<file path="src/hw/rtl/nrt_pkg.sv">
// shared types, widths and codes of the nonce replay table
package nrt_pkg;

   // pool size default and fixed field widths
   localparam int POOL_DEPTH_DEF = 8;
   localparam int TIME_W         = 32;
   localparam int NONCE_W        = 64;
   localparam int SLOT_W         = 6;
   localparam int CNT_W          = 7;
   localparam int STAT_W         = 2;
   localparam int REQ_DATA_W     = 168;
   localparam int REQ_USER_W     = 1;
   localparam int RSP_DATA_W     = 16;
   localparam int ENTRY_W        = TIME_W + 2 * NONCE_W;

   localparam logic [TIME_W-1:0] TTL_RESET = 32'd30000;

   // request kind carried in tuser
   typedef enum logic [REQ_USER_W-1:0] {
      CMD_ISSUE  = 1'b0,
      CMD_VERIFY = 1'b1
   } cmd_type;

   // result status codes
   typedef enum logic [STAT_W-1:0] {
      STATUS_OK        = 2'd0,
      STATUS_BAD_SIG   = 2'd1,
      STATUS_BAD_NONCE = 2'd2
   } status_type;

   // commands from controller to datapath
   typedef struct packed {
      logic capture;
      logic step;
      logic commit;
   } ctrl_cmd_type;

   // status from datapath to controller
   typedef struct packed {
      logic scan_last;
      logic out_free;
   } dp_stat_type;

endpackage

</file>
<file path="src/hw/rtl/nrt_ctrl.sv">
// sequencer that steps one transaction through capture, slot scan and commit
module nrt_ctrl (
   input  logic                 clock,
   input  logic                 reset,
   input  logic                 req_tvalid,
   output logic                 req_tready,
   input  nrt_pkg::dp_stat_type stat,
   output nrt_pkg::ctrl_cmd_type cmd
);
   import nrt_pkg::*;

   typedef enum logic [3:0] {
      S_IDLE   = 4'b0001,
      S_SCAN   = 4'b0010,
      S_EVAL   = 4'b0100,
      S_COMMIT = 4'b1000
   } state_type;

   state_type state_ff, state_in;

   // next state and command decode
   always_comb begin
      state_in    = state_ff;
      cmd         = '0;
      req_tready  = 1'b0;
      unique case (state_ff)
         S_IDLE: begin
            req_tready = 1'b1;
            if (req_tvalid) begin
               cmd.capture = 1'b1;
               state_in    = S_SCAN;
            end
         end
         S_SCAN: begin
            cmd.step = 1'b1;
            if (stat.scan_last) begin
               state_in = S_EVAL;
            end
         end
         S_EVAL: begin
            state_in = S_COMMIT;
         end
         S_COMMIT: begin
            if (stat.out_free) begin
               cmd.commit = 1'b1;
               state_in   = S_IDLE;
            end
         end
         default: begin
            state_in = S_IDLE;
         end
      endcase
   end

   // state register
   always_ff @(posedge clock) begin
      if (reset) begin
         state_ff <= S_IDLE;
      end else begin
         state_ff <= state_in;
      end
   end

endmodule

</file>
<file path="src/hw/rtl/nrt_dp.sv">
// slot storage, scan evaluation, table update and result register
module nrt_dp #(
   parameter int POOL_DEPTH = nrt_pkg::POOL_DEPTH_DEF
) (
   input  logic                          clock,
   input  logic                          reset,
   input  nrt_pkg::ctrl_cmd_type         cmd,
   output nrt_pkg::dp_stat_type          stat,
   input  logic [nrt_pkg::REQ_DATA_W-1:0] req_tdata,
   input  logic [nrt_pkg::REQ_USER_W-1:0] req_tuser,
   input  logic                          csr_valid,
   input  logic [nrt_pkg::TIME_W-1:0]    csr_data,
   input  logic                          rsp_tready,
   output logic                          rsp_tvalid,
   output logic [nrt_pkg::RSP_DATA_W-1:0] rsp_tdata
);
   import nrt_pkg::*;

   localparam int IDX_W = (POOL_DEPTH > 1) ? $clog2(POOL_DEPTH) : 1;
   localparam logic [IDX_W-1:0] LAST_IDX = IDX_W'(POOL_DEPTH - 1);

   // captured request
   cmd_type             req_cmd_ff;
   logic [TIME_W-1:0]   now_ff;
   logic [NONCE_W-1:0]  hi_ff;
   logic [NONCE_W-1:0]  lo_ff;
   logic                hdr_ff, form_ff, sig_ff, mut_ff;

   // slot store and per-slot flags
   logic [ENTRY_W-1:0]    slot_mem_ff [POOL_DEPTH];
   logic [ENTRY_W-1:0]    mem_q_ff;
   logic [POOL_DEPTH-1:0] valid_ff, valid_in;
   logic [POOL_DEPTH-1:0] spent_ff, spent_in;
   logic [IDX_W-1:0]      evict_ff, evict_in;
   logic [TIME_W-1:0]     ttl_ff;

   // scan pointer and accumulators
   logic [IDX_W-1:0] addr_ff;
   logic             rd_vld_ff;
   logic [IDX_W-1:0] rd_idx_ff;
   logic             free_found_ff, free_found_in;
   logic [IDX_W-1:0] free_idx_ff, free_idx_in;
   logic             match_found_ff, match_found_in;
   logic [IDX_W-1:0] match_idx_ff, match_idx_in;
   logic [CNT_W-1:0] live_cnt_ff, live_cnt_in;

   // result register
   logic                  rsp_vld_ff, rsp_vld_in;
   logic [RSP_DATA_W-1:0] rsp_data_ff, rsp_data_in;

   // evaluation of the slot read last cycle
   logic [TIME_W-1:0] age;
   logic              live, hit;

   // commit decisions
   logic             wr_en;
   logic [IDX_W-1:0] slot_sel;
   status_type       status;
   logic [SLOT_W-1:0] slot_out;
   logic [CNT_W-1:0]  cnt_out;

   assign stat.scan_last = (addr_ff == LAST_IDX);
   assign stat.out_free  = !rsp_vld_ff || rsp_tready;
   assign rsp_tvalid     = rsp_vld_ff;
   assign rsp_tdata      = rsp_data_ff;

   // request capture
   always_ff @(posedge clock) begin
      if (cmd.capture) begin
         req_cmd_ff <= cmd_type'(req_tuser);
         now_ff     <= req_tdata[31:0];
         hi_ff      <= req_tdata[95:32];
         lo_ff      <= req_tdata[159:96];
         hdr_ff     <= req_tdata[160];
         form_ff    <= req_tdata[161];
         sig_ff     <= req_tdata[162];
         mut_ff     <= req_tdata[163];
      end
   end

   // ttl register
   always_ff @(posedge clock) begin
      if (reset) begin
         ttl_ff <= TTL_RESET;
      end else if (csr_valid) begin
         ttl_ff <= csr_data;
      end
   end

   // scan address and read pipeline
   always_ff @(posedge clock) begin
      if (reset) begin
         addr_ff   <= '0;
         rd_vld_ff <= 1'b0;
      end else begin
         rd_vld_ff <= cmd.step;
         if (cmd.capture) begin
            addr_ff <= '0;
         end else if (cmd.step) begin
            addr_ff <= addr_ff + 1'b1;
         end
      end
   end

   always_ff @(posedge clock) begin
      rd_idx_ff <= addr_ff;
   end

   // slot memory: one read port for the scan, one write port for issue
   always_ff @(posedge clock) begin
      if (cmd.step) begin
         mem_q_ff <= slot_mem_ff[addr_ff];
      end
      if (wr_en) begin
         slot_mem_ff[slot_sel] <= {now_ff, hi_ff, lo_ff};
      end
   end

   // liveness and lookup of the slot just read
   always_comb begin
      age  = now_ff - mem_q_ff[ENTRY_W-1 -: TIME_W];
      live = valid_ff[rd_idx_ff] && !(age > ttl_ff);
      hit  = live && hdr_ff && form_ff
             && (mem_q_ff[2*NONCE_W-1 -: NONCE_W] == hi_ff)
             && (mem_q_ff[NONCE_W-1:0] == lo_ff);
   end

   // scan accumulators: first free slot, first match, live count
   always_comb begin
      free_found_in  = free_found_ff;
      free_idx_in    = free_idx_ff;
      match_found_in = match_found_ff;
      match_idx_in   = match_idx_ff;
      live_cnt_in    = live_cnt_ff;
      if (cmd.capture) begin
         free_found_in  = 1'b0;
         match_found_in = 1'b0;
         live_cnt_in    = '0;
      end else if (rd_vld_ff) begin
         if (!live && !free_found_ff) begin
            free_found_in = 1'b1;
            free_idx_in   = rd_idx_ff;
         end
         if (hit && !match_found_ff) begin
            match_found_in = 1'b1;
            match_idx_in   = rd_idx_ff;
         end
         if (live) begin
            live_cnt_in = live_cnt_ff + 1'b1;
         end
      end
   end

   always_ff @(posedge clock) begin
      if (reset) begin
         free_found_ff  <= 1'b0;
         match_found_ff <= 1'b0;
         live_cnt_ff    <= '0;
      end else begin
         free_found_ff  <= free_found_in;
         match_found_ff <= match_found_in;
         live_cnt_ff    <= live_cnt_in;
      end
   end

   always_ff @(posedge clock) begin
      free_idx_ff  <= free_idx_in;
      match_idx_ff <= match_idx_in;
   end

   // commit: table update and result fields
   always_comb begin
      wr_en    = 1'b0;
      slot_sel = match_idx_ff;
      status   = STATUS_OK;
      slot_out = '0;
      cnt_out  = live_cnt_ff;
      valid_in = valid_ff;
      spent_in = spent_ff;
      evict_in = evict_ff;
      unique case (req_cmd_ff)
         CMD_ISSUE: begin
            slot_sel = free_found_ff ? free_idx_ff : evict_ff;
            slot_out = SLOT_W'(slot_sel);
            cnt_out  = live_cnt_ff + CNT_W'(free_found_ff);
            if (cmd.commit) begin
               wr_en              = 1'b1;
               valid_in[slot_sel] = 1'b1;
               spent_in[slot_sel] = 1'b0;
               if (!free_found_ff) begin
                  evict_in = (evict_ff == LAST_IDX) ? '0 : evict_ff + 1'b1;
               end
            end
         end
         CMD_VERIFY: begin
            if (!hdr_ff) begin
               status = STATUS_BAD_SIG;
            end else if (!form_ff || !match_found_ff) begin
               status = STATUS_BAD_NONCE;
            end else begin
               slot_out = SLOT_W'(match_idx_ff);
               if (!sig_ff) begin
                  status = STATUS_BAD_SIG;
               end else if (mut_ff) begin
                  if (spent_ff[match_idx_ff]) begin
                     status = STATUS_BAD_NONCE;
                  end else if (cmd.commit) begin
                     spent_in[match_idx_ff] = 1'b1;
                  end
               end
            end
         end
         default: begin
            status = STATUS_OK;
         end
      endcase
   end

   always_ff @(posedge clock) begin
      if (reset) begin
         valid_ff <= '0;
         spent_ff <= '0;
         evict_ff <= '0;
      end else begin
         valid_ff <= valid_in;
         spent_ff <= spent_in;
         evict_ff <= evict_in;
      end
   end

   // result register, loaded on commit and held until taken
   always_comb begin
      rsp_vld_in  = rsp_vld_ff;
      rsp_data_in = rsp_data_ff;
      if (cmd.commit) begin
         rsp_vld_in  = 1'b1;
         rsp_data_in = RSP_DATA_W'({cnt_out, slot_out, status});
      end else if (rsp_tready) begin
         rsp_vld_in = 1'b0;
      end
   end

   always_ff @(posedge clock) begin
      if (reset) begin
         rsp_vld_ff <= 1'b0;
      end else begin
         rsp_vld_ff <= rsp_vld_in;
      end
   end

   always_ff @(posedge clock) begin
      rsp_data_ff <= rsp_data_in;
   end

   // a spent slot is always a written slot
   a_spent_valid: assert property (@(posedge clock) disable iff (reset)
      (spent_ff & ~valid_ff) == '0)
      else $error("spent flag set on a slot never issued");

   // live count stays within the pool
   a_cnt_range: assert property (@(posedge clock) disable iff (reset)
      live_cnt_ff <= CNT_W'(POOL_DEPTH))
      else $error("live count beyond pool depth");

   // a lookup hit needs both format checks passed
   a_match_form: assert property (@(posedge clock) disable iff (reset)
      match_found_ff |-> (hdr_ff && form_ff))
      else $error("match recorded on malformed request");

   // commit never overwrites a pending result
   a_commit_free: assert property (@(posedge clock) disable iff (reset)
      cmd.commit |-> (!rsp_vld_ff || rsp_tready))
      else $error("commit while result register busy");

   // a commit always presents a result next cycle
   a_commit_rsp: assert property (@(posedge clock) disable iff (reset)
      cmd.commit |=> rsp_vld_ff)
      else $error("commit without result");

endmodule

</file>
<file path="src/hw/rtl/nonce_replay_table.sv">
// Nonce replay table top level: sequencer plus slot datapath.
// Each transaction scans the slot memory through its single read port, one slot per
// cycle, then is evaluated and committed before the next request is accepted.
// A new request is taken while the previous result waits in the output register.
// Reset: synchronous; clears slot valid and spent flags, evict pointer, ttl to 30000.
module nonce_replay_table #(
   parameter int POOL_DEPTH = nrt_pkg::POOL_DEPTH_DEF
) (
   input  logic                           clock,
   input  logic                           reset,
   // request channel
   input  logic                           req_tvalid,
   output logic                           req_tready,
   // tdata: now_ms[31:0], nonce_hi[95:32], nonce_lo[159:96], header_ok[160],
   //        nonce_form_ok[161], sig_match[162], mutating[163], zero pad[167:164]
   input  logic [nrt_pkg::REQ_DATA_W-1:0] req_tdata,
   // tuser: cmd[0]
   input  logic [nrt_pkg::REQ_USER_W-1:0] req_tuser,
   // response channel
   output logic                           rsp_tvalid,
   input  logic                           rsp_tready,
   // tdata: status[1:0], slot_used[7:2], live_count[14:8], zero pad[15]
   output logic [nrt_pkg::RSP_DATA_W-1:0] rsp_tdata,
   // ttl register write
   input  logic                           csr_valid,
   output logic                           csr_ready,
   input  logic [nrt_pkg::TIME_W-1:0]     csr_data
);
   import nrt_pkg::*;

   ctrl_cmd_type cmd;
   dp_stat_type  stat;

   assign csr_ready = 1'b1;

   // controller
   nrt_ctrl u_ctrl (
      .clock      (clock),
      .reset      (reset),
      .req_tvalid (req_tvalid),
      .req_tready (req_tready),
      .stat       (stat),
      .cmd        (cmd)
   );

   // datapath
   nrt_dp #(
      .POOL_DEPTH (POOL_DEPTH)
   ) u_dp (
      .clock      (clock),
      .reset      (reset),
      .cmd        (cmd),
      .stat       (stat),
      .req_tdata  (req_tdata),
      .req_tuser  (req_tuser),
      .csr_valid  (csr_valid),
      .csr_data   (csr_data),
      .rsp_tready (rsp_tready),
      .rsp_tvalid (rsp_tvalid),
      .rsp_tdata  (rsp_tdata)
   );

endmodule

</file>
<file path="config.mk">
export PLATFORM = sky130hd
export DESIGN_NAME = nonce_replay_table
export DESIGN_NICKNAME = d
export VERILOG_FILES = /design/src/hw/rtl/nrt_pkg.sv /design/src/hw/rtl/nrt_ctrl.sv /design/src/hw/rtl/nrt_dp.sv /design/src/hw/rtl/nonce_replay_table.sv
export SDC_FILE = /design/constraint.sdc
export NUM_CORES = 2
export LEC_CHECK = 0
export BUFFER_PORTS_ARGS = -buffer_cell sky130_fd_sc_hd__buf_4
export CORE_ASPECT_RATIO = 1.5
export CORE_UTILIZATION = 62
export DETAILED_ROUTE_END_ITERATION = 8
export GPL_TIMING_DRIVEN = 1
export PLACE_DENSITY = 0.8
export SYNTH_ARGS = -nofsm -noshare
export SYNTH_HDL_FRONTEND = slang
export SYNTH_HIERARCHICAL = 1
export SYNTH_SLANG_ARGS = --single-unit
</file>
<file path="constraint.sdc">
create_clock -name clock -period 16.4 [get_ports clock]
set_input_delay 0.82 -clock clock [delete_from_list [all_inputs] [get_ports clock]]
set_output_delay 0.82 -clock clock [all_outputs]
set_load 0.01 [all_outputs]
</file>
* Word-level counts from Yosys, hierarchy flattened *
Memory sizes are Yosys's and may differ from the RTL's. A register that Yosys moved wholly into a read port is not among the register bits.
Cells that the tools add are included.

storage, ports and cells
  register bits after elaboration = 258
  RAM bits = 1280
  bits of input ports = 206
  output and inout port bits = 19
  word-level logic and storage cells = 135
  memories kept = 1

operators by class
  add/subtract/negate cells = 5
  order comparisons = 6
  eq/ne operators = 18
  multiplexer cells = 44
  bitwise logic cells = 7
  reduce and logical (&&, ||, !) cells = 29

memories
  name              words  width  read ports  clocked after Yosys merged registers in  write ports  RTL line      source
  u_dp.slot_mem_ff  8      160    1           1                                        1            nrt_dp.sv:30  logic [ENTRY_W-1:0] slot_mem_ff [POOL_DEPTH];

operator list
  operator               count
  $eq A64 B64 Y1         2
  $mux W8                7
  $gt A32 B32 Y1         1
  $sub A32 B32 Y32       1
  $ne A2 B2 Y1 const B   10
  $mux W1                17
  $or A8 B8 Y8           2
  $pmux W4 S4            1
  $pmux W8 S2            1
  $lt A3 B4 Y1 const B   3
  $mux W3                4
  $mux W4                3
  $pmux W6 S2            1
  $reduce_and A3 Y1      4
  $reduce_and A2 Y1      5
  $logic_and A1 B1 Y1    9
  $and A8 B8 Y8          1
  $mux W2                4
  $not A8 Y8             1
  $add A7 B1 Y7          1
  $add A7 B1 Y7 const B  1
  $mux W7                1
  $reduce_and A7 Y1      1
  $add A3 B1 Y3 const B  2
  other kinds (14)       26

* Depth between registers and ports, before layout *
  depth in word-level cells = 12
  mapped depth = 22
  depth with buffers taken out = 21

* By module *
Netlist, hierarchy kept.

modules (own cells, without submodules)
  module              instances  cells an instance  area an instance (µm²)  seq. area each (µm²)
  nrt_dp              1          3076               65031.1                 50098.0
  nrt_ctrl            1          20                 210.2                   80.1
  nonce_replay_table  1          2                  11.3                    0.0

* Worst setup path after synthesis *
Ideal clock, no wire load.

  kind = input to register
  from = input port rsp_tready
  to = register u_dp.spent_ff[5]
  library setup time = 0.132 ns
  arrival = 14.539 ns
  required time = 16.268 ns
  setup slack = 1.729 ns
  stages = 7
  path through = nand2b_1 nand2_1 nor4_1 nand3b_1 nor3_1 nand2b_1 a21oi_1

RTL lines
  item                    RTL line                  source
  start: declaration      nonce_replay_table.sv:21  input logic rsp_tready,
  end signal: assignment  nrt_dp.sv:226             spent_ff <= spent_in;
  end: declaration        nrt_dp.sv:33              logic [POOL_DEPTH-1:0] spent_ff, spent_in;

* Worst setup path in the final report *
  from = register u_dp.now_ff[12]
  to = register u_dp.match_idx_ff[0] (enable)

between the ends
  cells in the longest elaborated chain, start to end = 10

RTL lines
  item                               RTL line       source
  start: declaration                 nrt_dp.sv:24   logic [TIME_W-1:0] now_ff;
  start signal: assignment           nrt_dp.sv:71   now_ff <= req_tdata[31:0];
  $sub A32 B32 Y32                   nrt_dp.sv:121  age = now_ff - mem_q_ff[ENTRY_W-1 -: TIME_W];
  $gt A32 B32 Y1                     nrt_dp.sv:122  live = valid_ff[rd_idx_ff] && !(age > ttl_ff);
  $logic_not A1 Y1                   nrt_dp.sv:122
  $logic_and A1 B1 Y1                nrt_dp.sv:122
  $logic_and A1 B1 Y1 (2 in series)  nrt_dp.sv:123  hit = live && hdr_ff && form_ff
  $logic_and A1 B1 Y1                nrt_dp.sv:124  && (mem_q_ff[2*NONCE_W-1 -: NONCE_W] == hi_ff)
  $logic_and A1 B1 Y1                nrt_dp.sv:125  && (mem_q_ff[NONCE_W-1:0] == lo_ff);
  $logic_and A1 B1 Y1                nrt_dp.sv:144  if (hit && !match_found_ff) begin
  $reduce_and A3 Y1 (no line)        -
  end signal: assignment             nrt_dp.sv:168  match_idx_ff <= match_idx_in;
  end: declaration                   nrt_dp.sv:44   logic [IDX_W-1:0] match_idx_ff, match_idx_in;

Every way passes these cells.
A chain may end at the register's enable or synchronous reset.

==> results_tabular.tex <==
\begin{tabular}{lr}
\hline
Metric & Value \\
\hline
\multicolumn{2}{l}{\textbf{Timing}} \\
Count of final setup violators & 0 \\
Worst-margin pin slew & 1.23 ns \\
Max Slew Vio Count & 0 \\
Final hold vios & 0 \\
Total negative slack & 0 ns \\
Final Critical Period & 5.75 ns \\
Slew HR & 18.3\% \\
Achievable clock frequency & 174 MHz \\
Portion of the clock cycle consumed by the worst path in the final layout & 35.0\% \\
Fin worst setup slack & 10.65 ns \\
RSZ-0062 raised after global routing & no \\
Final setup skew & 0.0398 ns \\
\multicolumn{2}{l}{\textbf{Pwr}} \\
Worst IR Drop VDD & 0.0946 mV \\
Sequential share of power & between 50\% and 60\% \\
Internal portion of total power & 0.00683 W \\
Power consumption & 0.00859 W \\
Portion of total power attributed to the clock network & 40.3\% \\
Sw Share & roughly 20\% \\
Proportion of power drawn by combinational gates & $\sim$3.0\% \\
Switching power summed over all nets & 0.00175 W \\
Power per cell area & 117 nW/um\^{}2 \\
Leakage power & 23.6 nW \\
\multicolumn{2}{l}{\textbf{Route}} \\
ANT nets after route & 0 \\
Number of vias in the routed layout & 31300 \\
Via/cell ratio & $\sim$6.4 \\
Detailed-route DRC error count & 0 \\
DRC violation total after the first TritonRoute iteration & 3275 \\
Total detailed-routing wirelength & 139 mm \\
Number of optimization iterations in the first detailed-route pass & 7 \\
Routed wirelength normalized by instance count & roughly 28 um \\
\multicolumn{2}{l}{\textbf{Placed design}} \\
Placed wire-length estimate after detailed placement & 75.9 mm \\
Post-place setup slack & 10.74 ns \\
Final Wtd Congestion & 0.880 \\
Count of buffers from port buffering & 215 \\
Dpl cell area & 68600 um\^{}2 \\
\multicolumn{2}{l}{\textbf{Floorplan}} \\
Chip width & 267 um \\
Height of the die & 399 um \\
Core Region & 104000 um\^{}2 \\
Initial Utilization & 62.6\% \\
Area enclosed by the die boundary & 107000 um\^{}2 \\
Number of ports placed on the die boundary & 225 \\
Row cnt & 145 \\
\multicolumn{2}{l}{\textbf{Global route}} \\
Gr ovfl total & 0 \\
Global-route wire length before repair & 205 mm \\
Antenna violations before repair & 2 \\
Via count of the first global-routing pass & roughly 33000 \\
GRT Total Usage & 26.6\% \\
Pin count of the biggest net entering global routing & 151 \\
\multicolumn{2}{l}{\textbf{Worst setup path}} \\
R2R cell count & 17 \\
Register-to-register setup slack & 10.65 ns \\
Critical register-to-register path startpoint & u\_dp/now\_ff[12]\$\_DFFE\_PP\_ \\
Endpoint type of the worst setup path & flip-flop \\
CP required & about 17 ns \\
Type of the setup path with the least slack & reg2reg \\
Largest fanout on the critical path & 17 \\
Startpoint type of the worst setup path & flip-flop \\
Reg-to-Reg End & u\_dp/match\_idx\_ff[0]\$\_DFFE\_PP\_ \\
Arrival time at the worst endpoint & 6.12 ns \\
\multicolumn{2}{l}{\textbf{Final layout}} \\
Leading cell type in the layout, fill and taps excluded & sky130\_fd\_sc\_hd\_\_edfxtp\_1 \\
Area delta synth->final & 12.5\% \\
Post-layout net count & 3663 \\
Final design area excluding fillers & around 73000 um\^{}2 \\
Commonest non-fill, non-tap cells in the layout & sky130\_fd\_sc\_hd\_\_edfxtp\_1 (1623), sky130\_fd\_sc\_hd\_\_mux4\_2 (324), sky130\_fd\_sc\_hd\_\_buf\_4 (245), sky130\_fd\_sc\_hd\_\_mux2\_2 (163), sky130\_fd\_sc\_hd\_\_clkbuf\_16 (152) \\
Fraction of final layout cells with drive strength greater than 1 & 28.0\% \\
Layout Utilization & 70.4\% \\
\multicolumn{2}{l}{\textbf{Clock tree}} \\
Cts bufs inserted & between 150 and 200 \\
Number of instances resized during post-cts repair & 0 \\
Cts hold-fix bufs & 0 \\
CTS sink cnt & 1695 \\
Maximum level of the CTS H-tree & 4 \\
\# Post-CTS Setup Buffers & 0 \\
Clock tree from TritonCTS & built \\
Largest buffer count on any clock path & 3 \\
Root Driver & sky130\_fd\_sc\_hd\_\_clkbuf\_16 \\
Clock slew seen by the registers of the worst setup and hold paths & 0.06 ns \\
Clock network latency to the later pin of the worst-skew pair & just under 0.8 ns \\
\multicolumn{2}{l}{\textbf{Logic synthesis}} \\
Count of cell types in the netlist & 70 \\
Count of mapped cells out of synthesis & 3098 \\
Ys async rst share & 0\% \\
Number of synthesized register bits & approximately 1700 \\
Avg Synthesized Cell Area & between 20 and 25 um\^{}2 \\
Sequential cell area fraction in the yosys report & 76.9\% \\
Most frequently used flop master after synthesis & sky130\_fd\_sc\_hd\_\_edfxtp\_1 \\
Number of synthesized flops with an enable pin & $\sim$1600 \\
Post-synthesis instance area & 65300 um\^{}2 \\
Synth warnings & 6 \\
\multicolumn{2}{l}{\textbf{Flow run}} \\
Max-cap viol count & 0 \\
\multicolumn{2}{l}{\textbf{Min path}} \\
Type of the most critical hold path & in2reg \\
Hold EP & u\_dp/hi\_ff[46]\$\_DFFE\_PP\_ \\
Worst hold stages & 1 \\
Beginning of the worst hold path & req\_tdata[78] \\
\multicolumn{2}{l}{\textbf{Run status}} \\
Result of the run & finished clean \\
\hline
\end{tabular}
## cells in the mapped netlist (6+ instances only)
library cell / instances / area (um^2)
sky130_fd_sc_hd__buf_2: 33 / 165
sky130_fd_sc_hd__nor3_1: 9 / 45.0
sky130_fd_sc_hd__clkbuf_1: 69 / 259
sky130_fd_sc_hd__mux2i_1: 31 / 310
sky130_fd_sc_hd__nand2b_1: 11 / 68.8
sky130_fd_sc_hd__mux2_2: 163 / 1840
sky130_fd_sc_hd__xor2_1: 87 / 762
sky130_fd_sc_hd__o31ai_1: 9 / 67.6
sky130_fd_sc_hd__nor2b_1: 12 / 75.1
sky130_fd_sc_hd__xnor2_1: 50 / 438
sky130_fd_sc_hd__edfxtp_1: 1623 / 48700
sky130_fd_sc_hd__buf_1: 12 / 45.0
sky130_fd_sc_hd__ha_1: 70 / 876
sky130_fd_sc_hd__or3_1: 7 / 43.8
sky130_fd_sc_hd__o2bb2ai_1: 6 / 52.6
sky130_fd_sc_hd__dfxtp_1: 72 / 1440
sky130_fd_sc_hd__nand3_1: 16 / 80.1
sky130_fd_sc_hd__nand4_1: 22 / 138
sky130_fd_sc_hd__mux4_2: 324 / 7300
sky130_fd_sc_hd__o21a_1: 6 / 45.0
sky130_fd_sc_hd__nor4_1: 30 / 188
sky130_fd_sc_hd__nand2_1: 52 / 195
sky130_fd_sc_hd__a21oi_1: 46 / 230
sky130_fd_sc_hd__o211ai_1: 12 / 90.1
sky130_fd_sc_hd__o22ai_1: 12 / 75.1
sky130_fd_sc_hd__inv_1: 97 / 364
sky130_fd_sc_hd__a21o_1: 25 / 188
sky130_fd_sc_hd__a31oi_1: 7 / 43.8
sky130_fd_sc_hd__o21ai_0: 21 / 105
sky130_fd_sc_hd__nor2_1: 85 / 319
## registers in the layout, indices dropped and copies added (netlist names), 4 cells and up
signal / cells
u_dp/now_ff: 32
u_dp/lo_ff: 64
u_ctrl/state_ff: 4
u_dp/mem_q_ff: 160
u_dp/spent_ff: 8
u_dp/valid_ff: 8
u_dp/ttl_ff: 32
u_dp/live_cnt_ff: 7
u_dp/slot_mem_ff: 1280
u_dp/rsp_tdata: 12
u_dp/hi_ff: 64
## stage by stage
stage / instances / hold slack [ns]
2_1_floorplan: 3101 / 0.353
3_3_place_gp: 4629 / 0.445
3_5_place_dp: 4629 / 0.460
4_1_cts: 4896 / 0.154
5_1_grt: 4896 / 0.174
6_report: 4897 / 0.218
## worst max-delay path, stage by stage, from the launching register on
cell                       delay, ns
sky130_fd_sc_hd__edfxtp_1       0.54
sky130_fd_sc_hd__ha_1           0.45
sky130_fd_sc_hd__a21o_1         0.25
sky130_fd_sc_hd__o21bai_1       0.17
sky130_fd_sc_hd__a31oi_1        0.35
sky130_fd_sc_hd__o21ai_1        0.21
sky130_fd_sc_hd__nor4_1         0.67
sky130_fd_sc_hd__o31ai_1        0.21
sky130_fd_sc_hd__a211oi_2       0.29
sky130_fd_sc_hd__xnor2_1        0.15
sky130_fd_sc_hd__ha_1           0.26
sky130_fd_sc_hd__and3_1         0.24
sky130_fd_sc_hd__nand3_1        0.16
sky130_fd_sc_hd__o221ai_1       0.13
sky130_fd_sc_hd__a21oi_1        0.28
sky130_fd_sc_hd__a22oi_1        0.14
sky130_fd_sc_hd__buf_4          0.22
sky130_fd_sc_hd__nor4_1         0.64
## how the worst max path moves through the flow
stage,startpoint,to,slack (ns),depth (start not counted)
global route,u_dp/now_ff[0]$_DFFE_PP_,u_dp/free_idx_ff[0]$_DFFE_PP_,10.32,22
CTS,u_dp/now_ff[0]$_DFFE_PP_,u_dp/match_idx_ff[0]$_DFFE_PP_,10.71,21
finish,u_dp/now_ff[12]$_DFFE_PP_,u_dp/match_idx_ff[0]$_DFFE_PP_,10.65,17
detailed placement,u_dp/now_ff[0]$_DFFE_PP_,u_dp/free_idx_ff[1]$_DFFE_PP_,10.74,22
global placement,u_dp/now_ff[0]$_DFFE_PP_,u_dp/free_idx_ff[0]$_DFFE_PP_,10.73,22
floorplan,rsp_tready,u_dp/spent_ff[5]$_SDFFE_PP0P_,1.73,7
## cell families after synthesis
logic type,Yosys count,share of synthesized area (%)
AO/OA/AOI/OAI,183,1.92
buffers and inverters,217,1.35
flip-flops,1695,76.9
adder cells (fa/ha/maj),71,1.37
AND/OR/NAND/NOR,275,2.14
XOR/XNOR,137,1.84
multiplexers,518,14.5
other,2,0.0115
## power by group through the flow
stage / clock [W] / combinational, W / sequential, W
5_1_grt: 0.00366 / 0.000277 / 0.00487
3_5_place_dp: 0 / 0.000256 / 0.00496
4_1_cts: 0.00352 / 0.000258 / 0.00487
3_3_place_gp: 0 / 0.000249 / 0.00495
6_report: 0.00346 / 0.000256 / 0.00487
2_1_floorplan: 0 / 0.000149 / 0.00494
## layer usage
metal / vias up / track usage [%] / share of wire (%)
met3: 237 / 4.27 / 7.2
li1: 13200 / - / -
met4: 2 / 9.05 / 2.9
met5: - / 0 / 0.0094
met1: 16300 / 34.6 / 37
met2: 1574 / 46.1 / 53
## cell type report
class                           count  area, um^2
Clock inverter                     93         932
Inverter                           97         369
Timing Repair Buffer              252        1980
Antenna cell                        1        2.50
Multi-Input combinational cell   1189       14300
Tap cell                         1396        1750
Fill cell                        5915       30900
Sequential cell                  1695       50200
Clock buffer                      174        3910
Power figures use the tool's default switching activity.
